**config.mk**
```make
export PLATFORM = sky130hd
export DESIGN_NAME = iqtr_ctrl
export DESIGN_NICKNAME = d
export VERILOG_FILES = /design/src/hdl/iqtr_pkg.sv /design/src/hdl/iqtr_ctrl.sv
export SDC_FILE = /design/constraint.sdc
export NUM_CORES = 1
export LEC_CHECK = 0
export ABC_AREA = 1
export BUFFER_PORTS_ARGS = -buffer_cell sky130_fd_sc_hd__clkbuf_2
export CAP_MARGIN = 15
export CORE_ASPECT_RATIO = 0.7
export CORE_UTILIZATION = 35
export DETAILED_ROUTE_END_ITERATION = 8
export GPL_TIMING_DRIVEN = 0
export HOLD_SLACK_MARGIN = 0.03
export PLACE_DENSITY = 0.62
export SETUP_SLACK_MARGIN = 0.3
export SLEW_MARGIN = 20
export SYNTH_ARGS = -nofsm -noshare
export SYNTH_HDL_FRONTEND = slang
export SYNTH_SLANG_ARGS = --single-unit
```
**constraint.sdc**
```tcl
create_clock -name clock -period 14.14 [get_ports clock]
set_clock_uncertainty 0.15 [all_clocks]
set_input_delay 2.121 -clock clock [delete_from_list [all_inputs] [get_ports clock]]
set_output_delay 2.121 -clock clock [all_outputs]
set_load 0.02 [all_outputs]
```
**src/hdl/iqtr_pkg.sv**
```systemverilog
// Shared types, constants and helpers of the quarter-turn image rotator.
// Used by the frame memory, the register block, the controller and the top level.
package iqtr_pkg;

   localparam int MAX_DIM       = 256;
   localparam int PIXEL_BITS    = 8;
   localparam int IDX_BITS      = $clog2(MAX_DIM);
   localparam int DIM_BITS      = IDX_BITS + 1;
   localparam int ADDR_BITS     = 2 * IDX_BITS;
   localparam int STORE_DEPTH   = MAX_DIM * MAX_DIM;
   localparam int CSR_ADDR_BITS = 4;
   localparam int CSR_DATA_BITS = 32;
   localparam int REG_IDX_BITS  = 2;

   // Register indexes (byte address is four times the index).
   localparam logic [REG_IDX_BITS-1:0] REG_WIDTH  = 2'd0;
   localparam logic [REG_IDX_BITS-1:0] REG_HEIGHT = 2'd1;
   localparam logic [REG_IDX_BITS-1:0] REG_TURNS  = 2'd2;

   // Rotation codes.
   localparam logic [1:0] TURN_NONE = 2'd0;
   localparam logic [1:0] TURN_CW   = 2'd1;
   localparam logic [1:0] TURN_HALF = 2'd2;
   localparam logic [1:0] TURN_CCW  = 2'd3;

   // Item modes.
   localparam logic MODE_LOAD = 1'b0;
   localparam logic MODE_READ = 1'b1;

   typedef struct packed {
      logic                  mode;
      logic [PIXEL_BITS-1:0] pixel_in;
   } req_item_type;

   typedef struct packed {
      logic [PIXEL_BITS-1:0] pixel_out;
      logic [IDX_BITS-1:0]   out_row;
      logic [IDX_BITS-1:0]   out_col;
      logic                  row_end;
      logic                  image_end;
   } rsp_item_type;

   typedef struct packed {
      logic [DIM_BITS-1:0] image_width;
      logic [DIM_BITS-1:0] image_height;
      logic [1:0]          turns_clockwise;
   } cfg_type;

   typedef struct packed {
      logic                  wr_en;
      logic [ADDR_BITS-1:0]  wr_addr;
      logic [PIXEL_BITS-1:0] wr_data;
      logic                  rd_en;
      logic [ADDR_BITS-1:0]  rd_addr;
   } ram_req_type;

   // A dimension of zero acts as one, any value above the maximum acts as the maximum.
   function automatic logic [DIM_BITS-1:0] clamp_dim(input logic [DIM_BITS-1:0] v);
      logic [DIM_BITS-1:0] res;
      if (v == '0) begin
         res = DIM_BITS'(1);
      end else if (v > DIM_BITS'(MAX_DIM)) begin
         res = DIM_BITS'(MAX_DIM);
      end else begin
         res = v;
      end
      return res;
   endfunction

endpackage

```
**src/hdl/iqtr_ctrl.sv**
```systemverilog
// Controller of the rotator: load and read counters, address mapping and output register.
// Depends on iqtr_pkg; drives the frame memory and takes its registered read data.
module iqtr_ctrl
   import iqtr_pkg::*;
(
   input  logic                  clock,
   input  logic                  reset,
   input  cfg_type               cfg,
   input  logic                  req_valid,
   output logic                  req_stall,
   input  req_item_type          req_item,
   output logic                  rsp_valid,
   input  logic                  rsp_stall,
   output rsp_item_type          rsp_item,
   output ram_req_type           ram_req,
   input  logic [PIXEL_BITS-1:0] rd_data
);

   logic [IDX_BITS-1:0] load_row_ff, load_row_in;
   logic [IDX_BITS-1:0] load_col_ff, load_col_in;
   logic [DIM_BITS-1:0] emit_row_ff, emit_row_in;
   logic [IDX_BITS-1:0] emit_col_ff, emit_col_in;
   logic                loaded_ff, loaded_in;
   logic                pend_ff, pend_in;
   logic                rsp_valid_ff, rsp_valid_in;
   rsp_item_type        rsp_ff;

   logic [DIM_BITS-1:0] w, h, wm1, hm1, ow, oh, owm1, ohm1;
   logic                accept, is_load, emit_live, issue;
   logic [IDX_BITS-1:0] load_row_cur, load_col_cur;
   logic                col_wrap, row_wrap;
   logic [DIM_BITS-1:0] c_wide, src_row, src_col;
   logic [IDX_BITS-1:0] r_idx;
   logic                row_last, img_last;

   assign w    = clamp_dim(cfg.image_width);
   assign h    = clamp_dim(cfg.image_height);
   assign wm1  = w - DIM_BITS'(1);
   assign hm1  = h - DIM_BITS'(1);
   assign ow   = cfg.turns_clockwise[0] ? h : w;
   assign oh   = cfg.turns_clockwise[0] ? w : h;
   assign owm1 = ow - DIM_BITS'(1);
   assign ohm1 = oh - DIM_BITS'(1);

   // A read in flight or a held result blocks the input side.
   assign req_stall = pend_ff || (rsp_valid_ff && rsp_stall);
   assign accept    = req_valid && !req_stall;
   assign is_load   = (req_item.mode == MODE_LOAD);

   // A load after a complete image starts a new one at the origin.
   assign load_row_cur = loaded_ff ? '0 : load_row_ff;
   assign load_col_cur = loaded_ff ? '0 : load_col_ff;
   assign col_wrap     = {1'b0, load_col_cur} >= wm1;
   assign row_wrap     = {1'b0, load_row_cur} >= hm1;

   assign emit_live = loaded_ff && (emit_row_ff < oh);
   assign issue     = accept && !is_load && emit_live;
   assign r_idx     = emit_row_ff[IDX_BITS-1:0];
   assign c_wide    = ({1'b0, emit_col_ff} < ow) ? {1'b0, emit_col_ff} : owm1;
   assign row_last  = c_wide >= owm1;
   assign img_last  = row_last && (emit_row_ff >= ohm1);

   always_comb begin
      unique case (cfg.turns_clockwise)
         TURN_CW: begin
            src_row = hm1 - c_wide;
            src_col = {1'b0, r_idx};
         end
         TURN_HALF: begin
            src_row = hm1 - {1'b0, r_idx};
            src_col = wm1 - c_wide;
         end
         TURN_CCW: begin
            src_row = c_wide;
            src_col = wm1 - {1'b0, r_idx};
         end
         TURN_NONE: begin
            src_row = {1'b0, r_idx};
            src_col = c_wide;
         end
      endcase
   end

   always_comb begin
      ram_req.wr_en   = accept && is_load;
      ram_req.wr_addr = {load_row_cur, load_col_cur};
      ram_req.wr_data = req_item.pixel_in;
      ram_req.rd_en   = issue;
      ram_req.rd_addr = {src_row[IDX_BITS-1:0], src_col[IDX_BITS-1:0]};
   end

   always_comb begin
      load_row_in = load_row_ff;
      load_col_in = load_col_ff;
      emit_row_in = emit_row_ff;
      emit_col_in = emit_col_ff;
      loaded_in   = loaded_ff;
      if (accept && is_load) begin
         loaded_in   = col_wrap && row_wrap;
         load_col_in = col_wrap ? '0 : load_col_cur + IDX_BITS'(1);
         if (col_wrap) begin
            load_row_in = row_wrap ? '0 : load_row_cur + IDX_BITS'(1);
         end else begin
            load_row_in = load_row_cur;
         end
         if (loaded_ff || (col_wrap && row_wrap)) begin
            emit_row_in = '0;
            emit_col_in = '0;
         end
      end else if (issue) begin
         if (row_last) begin
            emit_col_in = '0;
            emit_row_in = img_last ? oh : emit_row_ff + DIM_BITS'(1);
         end else begin
            emit_col_in = c_wide[IDX_BITS-1:0] + IDX_BITS'(1);
         end
      end
   end

   assign pend_in = issue;

   // The output register is empty whenever read data arrives, see the stall rule.
   always_comb begin
      if (pend_ff) begin
         rsp_valid_in = 1'b1;
      end else if (rsp_valid_ff && !rsp_stall) begin
         rsp_valid_in = 1'b0;
      end else begin
         rsp_valid_in = rsp_valid_ff;
      end
   end

   always_ff @(posedge clock) begin
      if (reset) begin
         load_row_ff  <= '0;
         load_col_ff  <= '0;
         emit_row_ff  <= '0;
         emit_col_ff  <= '0;
         loaded_ff    <= 1'b0;
         pend_ff      <= 1'b0;
         rsp_valid_ff <= 1'b0;
      end else begin
         load_row_ff  <= load_row_in;
         load_col_ff  <= load_col_in;
         emit_row_ff  <= emit_row_in;
         emit_col_ff  <= emit_col_in;
         loaded_ff    <= loaded_in;
         pend_ff      <= pend_in;
         rsp_valid_ff <= rsp_valid_in;
      end
   end

   // Position flags are captured with the read, the pixel in the cycle after it.
   always_ff @(posedge clock) begin
      if (issue) begin
         rsp_ff.out_row   <= r_idx;
         rsp_ff.out_col   <= c_wide[IDX_BITS-1:0];
         rsp_ff.row_end   <= row_last;
         rsp_ff.image_end <= img_last;
      end
      if (pend_ff) begin
         rsp_ff.pixel_out <= rd_data;
      end
   end

   assign rsp_valid = rsp_valid_ff;
   assign rsp_item  = rsp_ff;

   a_pend_into_empty: assert property (@(posedge clock) disable iff (reset)
      pend_ff |-> !rsp_valid_ff)
      else $error("read data arrived while the output register was occupied");

   a_pend_to_valid: assert property (@(posedge clock) disable iff (reset)
      pend_ff |=> rsp_valid_ff)
      else $error("read data did not reach the output");

   a_issue_sets_pend: assert property (@(posedge clock) disable iff (reset)
      issue |=> pend_ff)
      else $error("memory read issued without a pending result");

   a_loaded_at_origin: assert property (@(posedge clock) disable iff (reset)
      loaded_ff |-> (load_row_ff == '0 && load_col_ff == '0))
      else $error("load position not at origin after a complete image");

   a_emit_row_bound: assert property (@(posedge clock) disable iff (reset)
      emit_row_ff <= DIM_BITS'(MAX_DIM))
      else $error("read row beyond the largest image");

endmodule

```
==> metrics.yaml <==
synth_xor_area_frac: 0.0429
worstSetupPathType: "in2out"
wl_met1_mm: 10.0
peakVddDrop_mv: 0.0551
synth.area.mux_share: 0
ys.flop_type: "dfxtp_1"
worst_setup_path_end_kind: "output port"
rows: 40
fillerInstances: 1862
netSwitchingFraction: 0.353
synth_top_family_by_area: "simple AND/OR/NAND/NOR gates"
yosysUniqueCellTypes: 50
cp.required_ns: 11.87
fp.dieH_um: 115
rsz0062_at_grt: "false"
relSlewSlack: 0.291
critPathTopFamily: "compound AO/OA/AOI/OAI gates"
crit_arrival_ns: 6.80
synthAdderAreaFrac: 0.155
initial_core_util: 0.364
fin_area_mm2: 0.00746
cts_resized: 0
crit_path_max_incr_delay_ns: 0.31
synthCells: 933
grt_pass1_vias: 5863
synthToLayoutAreaGrowth_pct: 17.8
place_congestion: 0.914
yosys_warnings: 0
dp_hpwl_mm: 16.2
placed_area_mm2: 0.00714
cp_slowest_cell: "ha_1"
num_io_pins: 111
die_w_um: 163
cp_max_fo: 9
core_area_mm2: 0.0174
grt_pass1_wl_mm: 31.6
die_area_mm2: 0.0186
wl_met2_mm: 7.92
antenna_found_initial: 0
nets: 1164
synth_edf_count: 26
status: "finished clean"
async_reset_ff_frac: 0
synth_area_per_cell_um2: 6.79
finalSetupViolations: 0
netlist_top_cells_area: "ha_1 15%, edfxtp_1 12%, nand2_1 12%"
power.share.combinational: 0.313
clk_pin_slew_ns: 0.06
yosys-top-cells-count: "202 x nand2_1, 120 x inv_1, 95 x nand3_1, 75 x a21oi_1, 75 x ha_1"
cts_made_buffers: 9
final.min_clock_period_ns: 9.07
hold_viol: 0
cts_setup_buffers: 0
wl_per_cell_um: 15.6
postRouteAntennaNets: 0
htreeDepth: 3
fmax_ghz: 0.110
critPathBufInv: 5
highest_layer: "met4"
synth_area_mm2: 0.00633
io_buffers: 101
synth_top_cell_area_share: 0.148
internal_power_uw: 411
drv_slew: 0
drt_iter0_drc: 511
critPathLaunchType: "input pin"
met3WireLength_mm: 1.87
p_per_area_mw_per_mm2: 85.0
p_leak_uw: 0.00355
worstSkewPairLatency_ns: 0.34
clkSinkCount: 62
crit_top_cell: "nand2_1"
cts_hold_buffers: 0
grt_max_degree: 15
switchingPower_uw: 224
pre_cts_ws_ns: 5.12
hold_path.class: "reg2reg"
period_share: 0.641
vias_per_cell: 5.17
grt_usage: 0.220
synth-seq-area-share: 0.237
cts_tree: "built"
cts.path.max_buffers: 2
synth-seq-cells: 62
synth-simple-area-share: 0.300
maxCapViolCount: 0
antenna_cells: 0
syn_nets: 1051
drc: 0
worst_pin_slew_ns: 1.05
overflow: 0
worst_slack_ns: 5.07
final_layout_size_suffix_gt1_frac: 0.174
synth_top_area_cell: "ha_1"
power_frac_clock: 0.387
first_pass_iters: 5
synth_compound_area_frac: 0.159
yosysMostFrequentCell: "nand2_1"
via_count: 6625
p_seq_frac: 0.300
fin_tns_setup_ns: 0
hold-worst-slack_ns: 0.316
ctsRootBufferMaster: "clkbuf_16"
routed_wirelength_mm: 20.0
## final cells by class
type,instances,area [µm²],share of cell area
plain buffers,29,165,0.0221
clock buffers,9,225,0.0302
clock inverters,7,95.1,0.0127
inverters,135,510,0.0684
multi-input cells,707,4160,0.557
flip-flops and latches,62,1500,0.201
well taps,231,289,0.0387
repair buffers,102,517,0.0693
## metal layers
metal | vias up | GRT usage
li1 | 3342 | -
met1 | 2995 | 0.336
met2 | 274 | 0.315
met3 | 14 | 0.0435
met4 | 0 | 0.0417
met5 | - | 0
## registers in the layout (all words and copies together), names as in the netlist
name         flops
rsp_valid        1
rsp_item        26
emit_row_ff      9
emit_col_ff      8
pend_ff          1
load_col_ff      8
loaded_ff        1
load_row_ff      8
## final timing paths
check / from / end / slack (ns) / cells after the start
hold / removal: load_row_ff[4]$_SDFFE_PP0P_ / load_row_ff[4]$_SDFFE_PP0P_ / 0.32 / 2
hold reg to reg: load_row_ff[4]$_SDFFE_PP0P_ / load_row_ff[4]$_SDFFE_PP0P_ / 0.32 / 2
setup reg to reg: emit_col_ff[2]$_SDFFE_PP0P_ / emit_row_ff[6]$_SDFFE_PP0P_ / 10.26 / 22
setup / recovery: cfg[6] / ram_req[7] / 5.07 / 32
## worst reg2reg max path: stages, from the launching register on
cell and delay, ns:
dfxtp_1 0.43, ha_1 0.28, a21oi_1 0.14, nor2_1 0.05
a211oi_1 0.18, nor2_1 0.10, nor2_4 0.17, nand2_8 0.10
nand3_1 0.08, nand2_1 0.21, ha_1 0.36, nand2_1 0.07
inv_1 0.08, nand3_1 0.06, o221a_2 0.22, o21ai_0 0.15
a21oi_1 0.08, nand2_1 0.09, nand2_2 0.12, nor2_4 0.25
inv_2 0.16, nand3_1 0.12, a21oi_1 0.08
## power groups by stage
stage          logic [µW]  clock network [µW]  registers [µW]
3_3_place_gp          193                   0             194
2_1_floorplan         137                   0             195
6_report              199                 246             190
5_1_grt               221                 256             190
4_1_cts               197                 248             190
3_5_place_dp          196                   0             194
## cell families (layout without fill, tap and decap cells)
family	count (synthesis)	in the layout
AND/OR/NAND/NOR	423	423
adder cells (fa/ha/maj)	77	77
XOR/XNOR	31	31
AO/OA/AOI/OAI	176	176
flip-flops	62	62
buffers and inverters	164	282
## placed cells by master, fill, tap and decap left out, types with 10 or more instances in the layout
master,synthesis,layout
inv_2,10,10
o21ai_0,53,53
a21oi_1,75,75
edfxtp_1,26,26
nand4_1,14,14
nand3_1,95,95
buf_4,10,10
xor2_1,22,22
clkbuf_1,14,14
dfxtp_1,36,36
nand2_2,11,11
nand2_1,202,202
clkbuf_2,0,101
ha_1,75,75
nor2_1,66,65
inv_1,120,120
o22ai_1,10,10
## through the flow
| stage | cells | util | power [µW] |
|---|---|---|---|
| after global placement | 1265 | 0.409 | 387 |
| after global routing | 1282 | 0.428 | 668 |
| after floorplan | 933 | - | 332 |
| final | 1282 | 0.428 | 634 |
| after CTS | 1282 | 0.428 | 635 |
| after detailed placement | 1266 | 0.410 | 389 |
(Power assumes the default switching activity.)
