**config.mk**
```make
export PLATFORM = sky130hd
export DESIGN_NAME = iqtr_csr
export DESIGN_NICKNAME = d
export VERILOG_FILES = /design/src/hdl/iqtr_pkg.sv /design/src/hdl/iqtr_csr.sv
export SDC_FILE = /design/constraint.sdc
export NUM_CORES = 1
export LEC_CHECK = 0
export BUFFER_PORTS_ARGS = -buffer_cell sky130_fd_sc_hd__buf_2
export CAP_MARGIN = 20
export CORE_ASPECT_RATIO = 1.75
export CORE_MARGIN = 8
export CORE_UTILIZATION = 42
export CTS_CLUSTER_DIAMETER = 150
export DETAILED_ROUTE_END_ITERATION = 7
export PLACE_DENSITY = 0.85
export SLEW_MARGIN = 10
export SYNTH_ARGS = -nofsm -noshare
export SYNTH_HDL_FRONTEND = slang
export SYNTH_SLANG_ARGS = --single-unit
```
**constraint.sdc**
```tcl
create_clock -name clock -period 1.5 [get_ports clock]
set_input_delay 0.3 -clock clock [delete_from_list [all_inputs] [get_ports clock]]
set_output_delay 0.3 -clock clock [all_outputs]
set_load 0.03 [all_outputs]
```
**src/hdl/iqtr_pkg.sv**
```systemverilog
// Shared types, constants and helpers of the quarter-turn image rotator.
// Used by the frame memory, the register block, the controller and the top level.
package iqtr_pkg;

   localparam int MAX_DIM       = 256;
   localparam int PIXEL_BITS    = 8;
   localparam int IDX_BITS      = $clog2(MAX_DIM);
   localparam int DIM_BITS      = IDX_BITS + 1;
   localparam int ADDR_BITS     = 2 * IDX_BITS;
   localparam int STORE_DEPTH   = MAX_DIM * MAX_DIM;
   localparam int CSR_ADDR_BITS = 4;
   localparam int CSR_DATA_BITS = 32;
   localparam int REG_IDX_BITS  = 2;

   // Register indexes (byte address is four times the index).
   localparam logic [REG_IDX_BITS-1:0] REG_WIDTH  = 2'd0;
   localparam logic [REG_IDX_BITS-1:0] REG_HEIGHT = 2'd1;
   localparam logic [REG_IDX_BITS-1:0] REG_TURNS  = 2'd2;

   // Rotation codes.
   localparam logic [1:0] TURN_NONE = 2'd0;
   localparam logic [1:0] TURN_CW   = 2'd1;
   localparam logic [1:0] TURN_HALF = 2'd2;
   localparam logic [1:0] TURN_CCW  = 2'd3;

   // Item modes.
   localparam logic MODE_LOAD = 1'b0;
   localparam logic MODE_READ = 1'b1;

   typedef struct packed {
      logic                  mode;
      logic [PIXEL_BITS-1:0] pixel_in;
   } req_item_type;

   typedef struct packed {
      logic [PIXEL_BITS-1:0] pixel_out;
      logic [IDX_BITS-1:0]   out_row;
      logic [IDX_BITS-1:0]   out_col;
      logic                  row_end;
      logic                  image_end;
   } rsp_item_type;

   typedef struct packed {
      logic [DIM_BITS-1:0] image_width;
      logic [DIM_BITS-1:0] image_height;
      logic [1:0]          turns_clockwise;
   } cfg_type;

   typedef struct packed {
      logic                  wr_en;
      logic [ADDR_BITS-1:0]  wr_addr;
      logic [PIXEL_BITS-1:0] wr_data;
      logic                  rd_en;
      logic [ADDR_BITS-1:0]  rd_addr;
   } ram_req_type;

   // A dimension of zero acts as one, any value above the maximum acts as the maximum.
   function automatic logic [DIM_BITS-1:0] clamp_dim(input logic [DIM_BITS-1:0] v);
      logic [DIM_BITS-1:0] res;
      if (v == '0) begin
         res = DIM_BITS'(1);
      end else if (v > DIM_BITS'(MAX_DIM)) begin
         res = DIM_BITS'(MAX_DIM);
      end else begin
         res = v;
      end
      return res;
   endfunction

endpackage

```
**src/hdl/iqtr_csr.sv**
```systemverilog
// Configuration registers of the rotator behind an APB-style port.
// Depends on iqtr_pkg for the register indexes and the configuration struct.
module iqtr_csr
   import iqtr_pkg::*;
(
   input  logic                     clock,
   input  logic                     reset,
   input  logic                     csr_psel,
   input  logic                     csr_penable,
   input  logic                     csr_pwrite,
   input  logic [CSR_ADDR_BITS-1:0] csr_paddr,
   input  logic [CSR_DATA_BITS-1:0] csr_pwdata,
   output logic [CSR_DATA_BITS-1:0] csr_prdata,
   output logic                     csr_pready,
   output cfg_type                  cfg
);

   cfg_type                 cfg_ff;
   cfg_type                 cfg_in;
   logic [REG_IDX_BITS-1:0] reg_idx;
   logic                    wr_strobe;

   assign reg_idx    = csr_paddr[CSR_ADDR_BITS-1:2];
   assign csr_pready = 1'b1;
   assign wr_strobe  = csr_psel && csr_penable && csr_pwrite && csr_pready;

   always_comb begin
      cfg_in = cfg_ff;
      if (wr_strobe) begin
         unique case (reg_idx)
            REG_WIDTH:  cfg_in.image_width     = csr_pwdata[DIM_BITS-1:0];
            REG_HEIGHT: cfg_in.image_height    = csr_pwdata[DIM_BITS-1:0];
            REG_TURNS:  cfg_in.turns_clockwise = csr_pwdata[1:0];
            default:    cfg_in = cfg_ff;
         endcase
      end
   end

   always_ff @(posedge clock) begin
      if (reset) begin
         cfg_ff.image_width     <= DIM_BITS'(1);
         cfg_ff.image_height    <= DIM_BITS'(1);
         cfg_ff.turns_clockwise <= TURN_NONE;
      end else begin
         cfg_ff <= cfg_in;
      end
   end

   always_comb begin
      unique case (reg_idx)
         REG_WIDTH:  csr_prdata = CSR_DATA_BITS'(cfg_ff.image_width);
         REG_HEIGHT: csr_prdata = CSR_DATA_BITS'(cfg_ff.image_height);
         REG_TURNS:  csr_prdata = CSR_DATA_BITS'(cfg_ff.turns_clockwise);
         default:    csr_prdata = '0;
      endcase
   end

   assign cfg = cfg_ff;

endmodule

```
==> metrics.txt, run 1 <==
largest fanout on the critical path=15; PortBufs=44; Clock Skews=0 ns; Worst R2R Path Depth=2; Starting Density=~44%; # DRC=0; crit-path cells=buf_2 -> mux2i_1 -> o21ai_1 -> buf_2; Yosys cell types=17; most frequent CP cell=buf_2; # IOs=94; VDD IR max=705.2 uV; number of antenna diodes=0; status=finished, final reports clean; largest cells by area after synthesis=dfxtp_1 34%, mux2i_1 24%, buf_4 16%, nand2b_1 14%, nor2_1 3.1%; Max Clk Rate=711.0 MHz; DIE HEIGHT=~86 um; Detail Route Antenna Nets=0; sequential area share after synthesis=33.58%; CP bufs+invs=2; Req. time, crit path=1.20 ns; row cnt=25; Routed WL=2664 um; vias in the first global route=around 1000; DPL Wire Length=2172 um; RSZ-0062 raised after global routing=false; first-pass GRT wire length=4326 um; Die Width=56.28 um; Synth area leader=dfxtp_1; syn_area_per_cell=approximately 9.2 um2; Root Buffer=clkbuf_8; FF-to-FF End=cfg[11]$_SDFFE_PP1P_; WHS Path Cells=3; worst hold path type=in2reg; setup_tns=0 ns; Setup-failing EPs final=0; vias=between 900 and 1000; Cell Area, Placed=1333 um2; Sink Count=20; Setup CP Type=in2out; CTS tree=built; Crit-path slowest cell=buf_2; Worst R2R Setup Slack=0.86 ns; layout cells sized above 1=29.82%; total number of H-tree levels=1; CP peak stage delay=0.31 ns; Wirelength per Cell=13.45 um; NetSw=around 330 uW; YS warnings=0; max reg flops=20; largest net degree at the start of global routing=31; hold_sp=csr_pwdata[4]; Sequential Power Share=49.1%; postcts setup bufs=0; final period utilization=93.76%; post-CTS sizing=0; hold_buf cts=0; most frequent cells in the layout=44 x buf_2, 29 x mux2i_1, 27 x nand2b_1; CTS max path bufs=2; Levels on crit path=4; Leak Pwr=0.0007231 uW; switching fraction of total power=30.18%; Slew Limit Fails=0; P&R area growth vs syn=15.22%; Synth Register Bits=20; clock-pin slew on the worst setup and hold paths=0.07 ns; Setup crit start kind=primary input; Comb power frac=18.6%; Int Pwr=771.7 uW; WHS Endpoint=cfg[15]$_SDFFE_PP0P_; commonest non-fill, non-tap cell in the layout=buf_2; core area=around 2700 um2; Setup crit end kind=output pin; Iteration-0 DRC Markers=13; Top delay family on crit path=buffers and inverters; first drt pass iteration count=3; worst path arrival time=between 1 and 1.5 ns; Worst R2R Start=cfg[11]$_SDFFE_PP1P_; area of the mapped netlist=1192 um2; Final nets=214; Max-Cap Viols=0; die footprint=a little under 5000 um2; PwrDens=approximately 800 nW/um2; Hold Vio Cnt, Final=0; initial antenna violation count=0; GRT overflow=0; via density per instance=4.722; gpl congestion=0.7787; top-area cell type share of the netlist area=33.58%; total track usage=10.71%; fillers=273; Worst-Skew Late Latency=0.26 ns; CTS buffer count=3; Post-Syn Instances=130; clock power share=about 32%; min Tclk post-route=1.406 ns; fin area=1374 um2
## power groups by stage
stage / Sequential, uW / Clock [uW] / Combinational (uW)
final: 543 / 357 / 205
after global routing: 544 / 383 / 220
after CTS: 543 / 366 / 204
after detailed placement: 555 / 0 / 203
after global placement: 555 / 0 / 202
after floorplan: 568 / 0 / 194
## Yosys cell counts (all sizes together)
| cell type | number |
|---|---|
| clkbuf | 4 |
| or3 | 1 |
| nand2 | 2 |
| o21ai | 2 |
| conb | 2 |
| buf | 27 |
| nand3 | 1 |
| or3b | 1 |
| nor2b | 1 |
| nand2b | 27 |
| mux2i | 29 |
| nor3 | 1 |
| nor2 | 10 |
| dfxtp | 20 |
| nor3b | 2 |
## metal layers
| metal | vias up | share of wire (%) | global-route usage (%) |
|---|---|---|---|
| li1 | 457 | - | - |
| met1 | 426 | 37 | 9.593 |
| met2 | 47 | 51 | 18.84 |
| met3 | 5 | 9.8 | 5.417 |
| met4 | 0 | 2.1 | 5.934 |
| met5 | - | 0 | 0 |
## cell type report
class	count	area [um2]	share of cell area (%)
flip-flops and latches	20	400.4	29.14
clock buffers	3	41.29	3.005
multi-input cells	101	655.6	47.72
well taps	27	33.78	2.459
repair buffers	47	242.7	17.67
## metrics by stage
| stage | instances | setup slack, ns | power [uW] | util, % | hold slack [ns] |
|---|---|---|---|---|---|
| floorplan | 152 | 0.08468 | 762.2 | - | 0.4553 |
| global placement | 195 | 0.08227 | 757.0 | 49.53 | 0.4714 |
| detailed placement | 195 | 0.07840 | 758.5 | 49.53 | 0.4803 |
| CTS | 198 | 0.09285 | 1112 | 51.07 | 0.3045 |
| global route | 198 | 0.03266 | 1146 | 51.07 | 0.3207 |
| finish | 198 | 0.09356 | 1105 | 51.07 | 0.3092 |
## tightest hold or removal path, delay by kind of cell
| family | cells | cell delay [ns] |
|---|---|---|
| muxes | 1 | 0.06 |
| and+or+nand+nor | 1 | 0.07 |
| buffers and inverters | 1 | 0.09 |
## worst max path at each step
stage	from	endpoint	slack [ns]
finish	csr_paddr[2]	csr_prdata[0]	0.09
global placement	csr_paddr[2]	cfg[16]$_SDFFE_PP0P_	0.08
floorplan	csr_paddr[3]	csr_prdata[0]	0.08
detailed placement	csr_paddr[2]	cfg[11]$_SDFFE_PP1P_	0.08
CTS	csr_paddr[2]	csr_prdata[1]	0.09
global route	csr_paddr[2]	csr_prdata[0]	0.03
## logic make-up after synthesis
family	Yosys count	share of synthesized area, %
flip-flops	20	33.58
AO/OA/AOI/OAI	2	0.8395
AND/OR/NAND/NOR	46	22.25
buffers and inverters	31	18.36
other	2	0.6298
multiplexers	29	24.34
No activity file was read; power rests on OpenSTA's default activity.
==> inputs of run 2 (changes only) <==
--- a/config.mk
+++ b/config.mk
@@ -5,6 +5,7 @@
 export SDC_FILE = /design/constraint.sdc
 export NUM_CORES = 1
 export LEC_CHECK = 0
+export ABC_AREA = 1
 export BUFFER_PORTS_ARGS = -buffer_cell sky130_fd_sc_hd__buf_2
 export CAP_MARGIN = 20
 export CORE_ASPECT_RATIO = 1.75
==> run 2 against run 1 <==
Design area up 1.6%. Via count up 18%. Count of clock-buffer cells in the layout up 1. Clock skew unchanged. Largest cell class unchanged.
==> metrics.txt, run 2 <==
Setup CP Type=in2out; Final nets=258; number of antenna diodes=0; syn_area_per_cell=7.026 um2; post-CTS sizing=0; DIE HEIGHT=between 80 and 90 um; area of the mapped netlist=1187 um2; Iteration-0 DRC Markers=24; YS warnings=0; NetSw=375.5 uW; Worst-Skew Late Latency=between 0.2 and 0.3 ns; P&R area growth vs syn=17.60%; GRT overflow=0; total track usage=11.45%; Worst R2R Path Depth=2; placed cells=239; Setup crit start kind=primary input; status=finished, final reports clean; worst hold path type=in2reg; row cnt=25; DPL Wire Length=2324 um; postcts setup bufs=0; Yosys cell types=15; # IOs=94; Max Clk Rate=705.4 MHz; core area=about 2700 um2; largest net degree at the start of global routing=21; min Tclk post-route=1.418 ns; initial antenna violation count=0; Hold Vio Cnt, Final=0; clock power share=33.0%; via density per instance=4.539; most frequent cell after synthesis=nor2_1; Routed WL=2901 um; largest cells by area after synthesis=dfxtp_1 34%, buf_4 16%, nor2_1 12%, nand2_1 9.5%, nand3_1 9.3%; Post-synth EDFFs=0; CTS tree=built; vias in the first global route=1087; ys flop type=dfxtp_1; Setup-failing EPs final=0; Setup crit end kind=output pin; Int Pwr=837.6 uW; most frequent cells in the layout=44 x buf_2, 38 x nor2_1, 30 x nand2_1; Die Width=56.20 um; gpl congestion=just under 0.8; final period utilization=94.51%; Starting Density=44.14%; Synth area leader=dfxtp_1; first drt pass iteration count=4; Post-Syn Instances=169; PortBufs=44; top-area cell type share of the netlist area=33.72%; switching fraction of total power=between 30% and 40%; FFs w/ async S/R, synth=0%; worst path arrival time=1.12 ns; vias=approximately 1100; CTS buffer count=3; Comb power frac=21.6%; largest fanout on the critical path=4; Detail Route Antenna Nets=0; setup_tns=0 ns; Sequential Power Share=a little under half; layout cells sized above 1=28.24%; CTS max path bufs=2; die footprint=between 4000 and 5000 um2; commonest non-fill, non-tap cell in the layout=buf_2; Sink Count=20; Leak Pwr=roughly 0.00076 uW; hold slack=~0.30 ns; Max-Cap Viols=0; Req. time, crit path=between 1 and 1.5 ns; WHS Path Cells=3; filler-free cell count of the finished design=243; most frequent cells after synthesis=38 x nor2_1, 30 x nand2_1, 25 x buf_4; # DRC=0; Root Buffer=clkbuf_8; Slew Limit Fails=0; Wirelength per Cell=11.94 um; max reg flops=20; VDD IR max=553.5 uV; sequential area share after synthesis=33.72%; clock-pin slew on the worst setup and hold paths=0.07 ns; hold_buf cts=0; RSZ-0062 raised after global routing=false; PwrDens=868.8 nW/um2; total number of H-tree levels=1; Synth Register Bits=20; first-pass GRT wire length=~4700 um; Clock Skews=0 ns
[run 2: metal layers]
metal,up-vias,part of all wire [%],global-route usage (%)
met5,-,0,0
met4,0,1.4,6.593
met3,2,7.8,4.100
met2,43,54,20.97
met1,483,37,10.45
li1,575,-,-
[run 2: final cells by class]
type,instances,area (um2)
Multi-Input combinational cell,129,593.1
Tap cell,27,33.78
Timing Repair Buffer,50,265.3
Sequential cell,20,400.4
Fill cell,292,1294
Clock buffer,4,55.05
Inverter,13,48.80
[run 2: final timing paths]
kind	start	end	slack, ns
max	csr_paddr[3]	csr_prdata[1]	0.08
min	csr_pwdata[0]	cfg[11]$_SDFFE_PP1P_	0.30
max reg2reg	cfg[11]$_SDFFE_PP1P_	cfg[11]$_SDFFE_PP1P_	0.91
min reg2reg	cfg[17]$_SDFFE_PP0P_	cfg[17]$_SDFFE_PP0P_	0.50
[run 2: through the flow]
stage / total power [uW] / utilization [%] / setup slack, ns / cell area [um2]
floorplan: 810.9 / - / 0.2567 / 1270
global placement: 820.5 / 49.86 / 0.09875 / 1341
detailed placement: 824.0 / 49.86 / 0.09057 / 1341
CTS: 1219 / 51.91 / 0.08732 / 1396
global route: 1269 / 51.91 / 0.006828 / 1396
finish: 1213 / 51.91 / 0.08235 / 1396
[run 2: logic make-up (layout without fill, tap and decap cells)]
kind of cell	Yosys count	in the layout	synth area share [%]
DFF	20	20	33.72
AOI/OAI and AO/OA	9	9	6.006
other	2	24	0.6325
buffers and inverters	42	67	23.29
and+or+nand+nor	96	96	36.35
[run 2: worst max-delay path, cell delays in order]
cell and delay (ns):
buf_2 0.16, inv_1 0.09, nor2_1 0.21, nand2_1 0.09, nand3_1 0.08, buf_2 0.19
[run 2: power groups by stage]
stage | clock (uW) | combinational (uW) | sequential [uW]
after global placement | 0 | 258 | 562
after detailed placement | 0 | 261 | 563
after floorplan | 0 | 225 | 585
after global routing | 433 | 284 | 552
after CTS | 408 | 261 | 550
final | 401 | 262 | 550
==> inputs of run 3 (changes only) <==
--- a/config.mk
+++ b/config.mk
@@ -8,7 +8,7 @@
 export ABC_AREA = 1
 export BUFFER_PORTS_ARGS = -buffer_cell sky130_fd_sc_hd__buf_2
 export CAP_MARGIN = 20
-export CORE_ASPECT_RATIO = 1.75
+export CORE_ASPECT_RATIO = 1.5
 export CORE_MARGIN = 8
 export CORE_UTILIZATION = 42
 export CTS_CLUSTER_DIAMETER = 150
@@ -18,3 +18,4 @@
 export SYNTH_ARGS = -nofsm -noshare
 export SYNTH_HDL_FRONTEND = slang
 export SYNTH_SLANG_ARGS = --single-unit
+export TNS_END_PERCENT = 100
==> run 3 against run 2 <==
Design area rose by 1.6%. Hold slack got worse by 0.014 ns. Fmax rose by 1.6%. First-iteration DRC count fell by 33%. Count of clock-buffer cells in the layout did not move. Final cell count rose by 3.3%. Global-route usage rose by 0.46 points. Register-to-register slack barely moved. Critical path depth did not move. Sequential power barely moved. Via count rose by 0.36%. Die area fell by 0.66%. Critical path type unchanged. Critical endpoint is now csr_prdata[0]. Largest power group unchanged.
==> metrics.txt, run 3 (synthesized netlist as in run 2, its figures left out) <==
Detail Route Antenna Nets=0; GRT overflow=0; Top delay family on crit path=buffers and inverters; most frequent cells in the layout=44 x buf_2, 38 x nor2_1, 30 x nand2_1; Max Clk Rate=a little over 700 MHz; layout cells sized above 1=27.57%; status=finished, final reports clean; RSZ-0062 raised after global routing=false; commonest non-fill, non-tap cell in the layout=buf_2; Starting Density=44.37%; first drt pass iteration count=4; Comb power frac=between 20 and 25%; Setup crit end kind=output pin; NetSw=~370 uW; Setup-failing EPs final=0; worst hold path type=in2reg; worst path arrival time=1.09 ns; total track usage=between 10% and 20%; die footprint=between 4000 and 5000 um2; row cnt=23; CTS buffer count=3; Final nets=256; min Tclk post-route=1.395 ns; final core occ=53.02%; area of the multi-input gates=593.1 um2; Int Pwr=841.3 uW; DIE HEIGHT=81.12 um; Root Buffer=clkbuf_8; core area=2676 um2; clock-pin slew on the worst setup and hold paths=approximately 0.070 ns; DPL Wire Length=2256 um; Routed WL=approximately 2900 um; Leak Pwr=0.0007597 uW; Iteration-0 DRC Markers=16; CTS max path bufs=2; gpl congestion=0.7152; first-pass GRT wire length=4636 um; switching fraction of total power=between 30 and 40%; initial antenna violation count=0; number of antenna diodes=0; VDD IR max=477.0 uV; CP peak stage delay=about 0.19 ns; PwrDens=856.1 nW/um2; P&R area growth vs syn=19.49%; Sequential Power Share=45.3%; # IOs=94; via density per instance=between 4 and 5; Hold Vio Cnt, Final=0; vias=1107; Max-Cap Viols=0; most frequent CP cell=buf_2; final period utilization=between 90% and 100%; Clock Skews=0 ns; Sink Count=20; Req. time, crit path=1.20 ns; Setup CP Type=in2out; fillers=between 200 and 300; largest net degree at the start of global routing=21; postcts setup bufs=0; vias in the first global route=around 1100; Die Width=between 50 and 60 um; total number of H-tree levels=1; largest fanout on the critical path=4; clock power share=around 33%; Slew Limit Fails=0; CTS tree=built; post-CTS sizing=0; Tot Pwr=1215 uW; crit-path cells=buf_2 -> inv_1 -> nor2_1 -> nand2_1 -> nand3_1 -> buf_2; Wirelength per Cell=11.41 um; PortBufs=44; CP bufs+invs=3; # DRC=0; hold slack=0.2853 ns; max reg flops=20; hold_buf cts=0; setup_tns=0 ns; Sequential cell area=400.4 um2; Crit-path slowest cell=buf_2; Setup crit start kind=primary input; Worst-Skew Late Latency=~0.25 ns
[run 3: changes by cell type in the layout (fill, tap and decap cells not counted), sizes merged]
cell and change:
buf -2
[run 3: path summary, 6_finish.rpt]
kind / cells after the start / from / end / slack, ns
setup / recovery: 6 / csr_paddr[3] / csr_prdata[0] / 0.11
hold / removal: 3 / csr_pwdata[0] / cfg[11]$_SDFFE_PP1P_ / 0.29
setup reg to reg: 2 / cfg[2]$_SDFFE_PP1P_ / cfg[2]$_SDFFE_PP1P_ / 0.90
hold reg to reg: 2 / cfg[11]$_SDFFE_PP1P_ / cfg[11]$_SDFFE_PP1P_ / 0.50
[run 3: final cells by class]
type	instances	area share, %
Sequential cell	20	28.22
Tap cell	37	3.263
Inverter	13	3.439
Clock buffer	4	3.880
Timing Repair Buffer	48	19.40
Multi-Input combinational cell	129	41.80
[run 3: layer usage]
layer,GRT usage (%),vias up,share of wire [%]
li1,-,572,-
met1,10.41,482,39
met2,22.78,49,50
met3,3.949,4,10
met4,6.490,0,1.3
met5,0,-,0
[run 3: worst min-delay path, stage by stage]
cell	delay (ns)
buf_2	0.09
nand2_1	0.05
nand3_1	0.06
[run 3: power groups by stage]
| stage | Combinational [uW] | Sequential [uW] | Clock (uW) |
|---|---|---|---|
| after floorplan | 225 | 585 | 0 |
| after global placement | 264 | 562 | 0 |
| after detailed placement | 265 | 563 | 0 |
| after CTS | 266 | 550 | 417 |
| after global routing | 289 | 552 | 438 |
| final | 266 | 550 | 398 |
[run 3: through the flow]
| stage | instances | area (um2) | setup slack (ns) |
|---|---|---|---|
| global route | 251 | 1419 | 0.01081 |
| floorplan | 191 | 1270 | 0.2567 |
| global placement | 247 | 1364 | 0.1156 |
| finish | 251 | 1419 | 0.1053 |
| detailed placement | 247 | 1364 | 0.1034 |
| CTS | 251 | 1419 | 0.1017 |
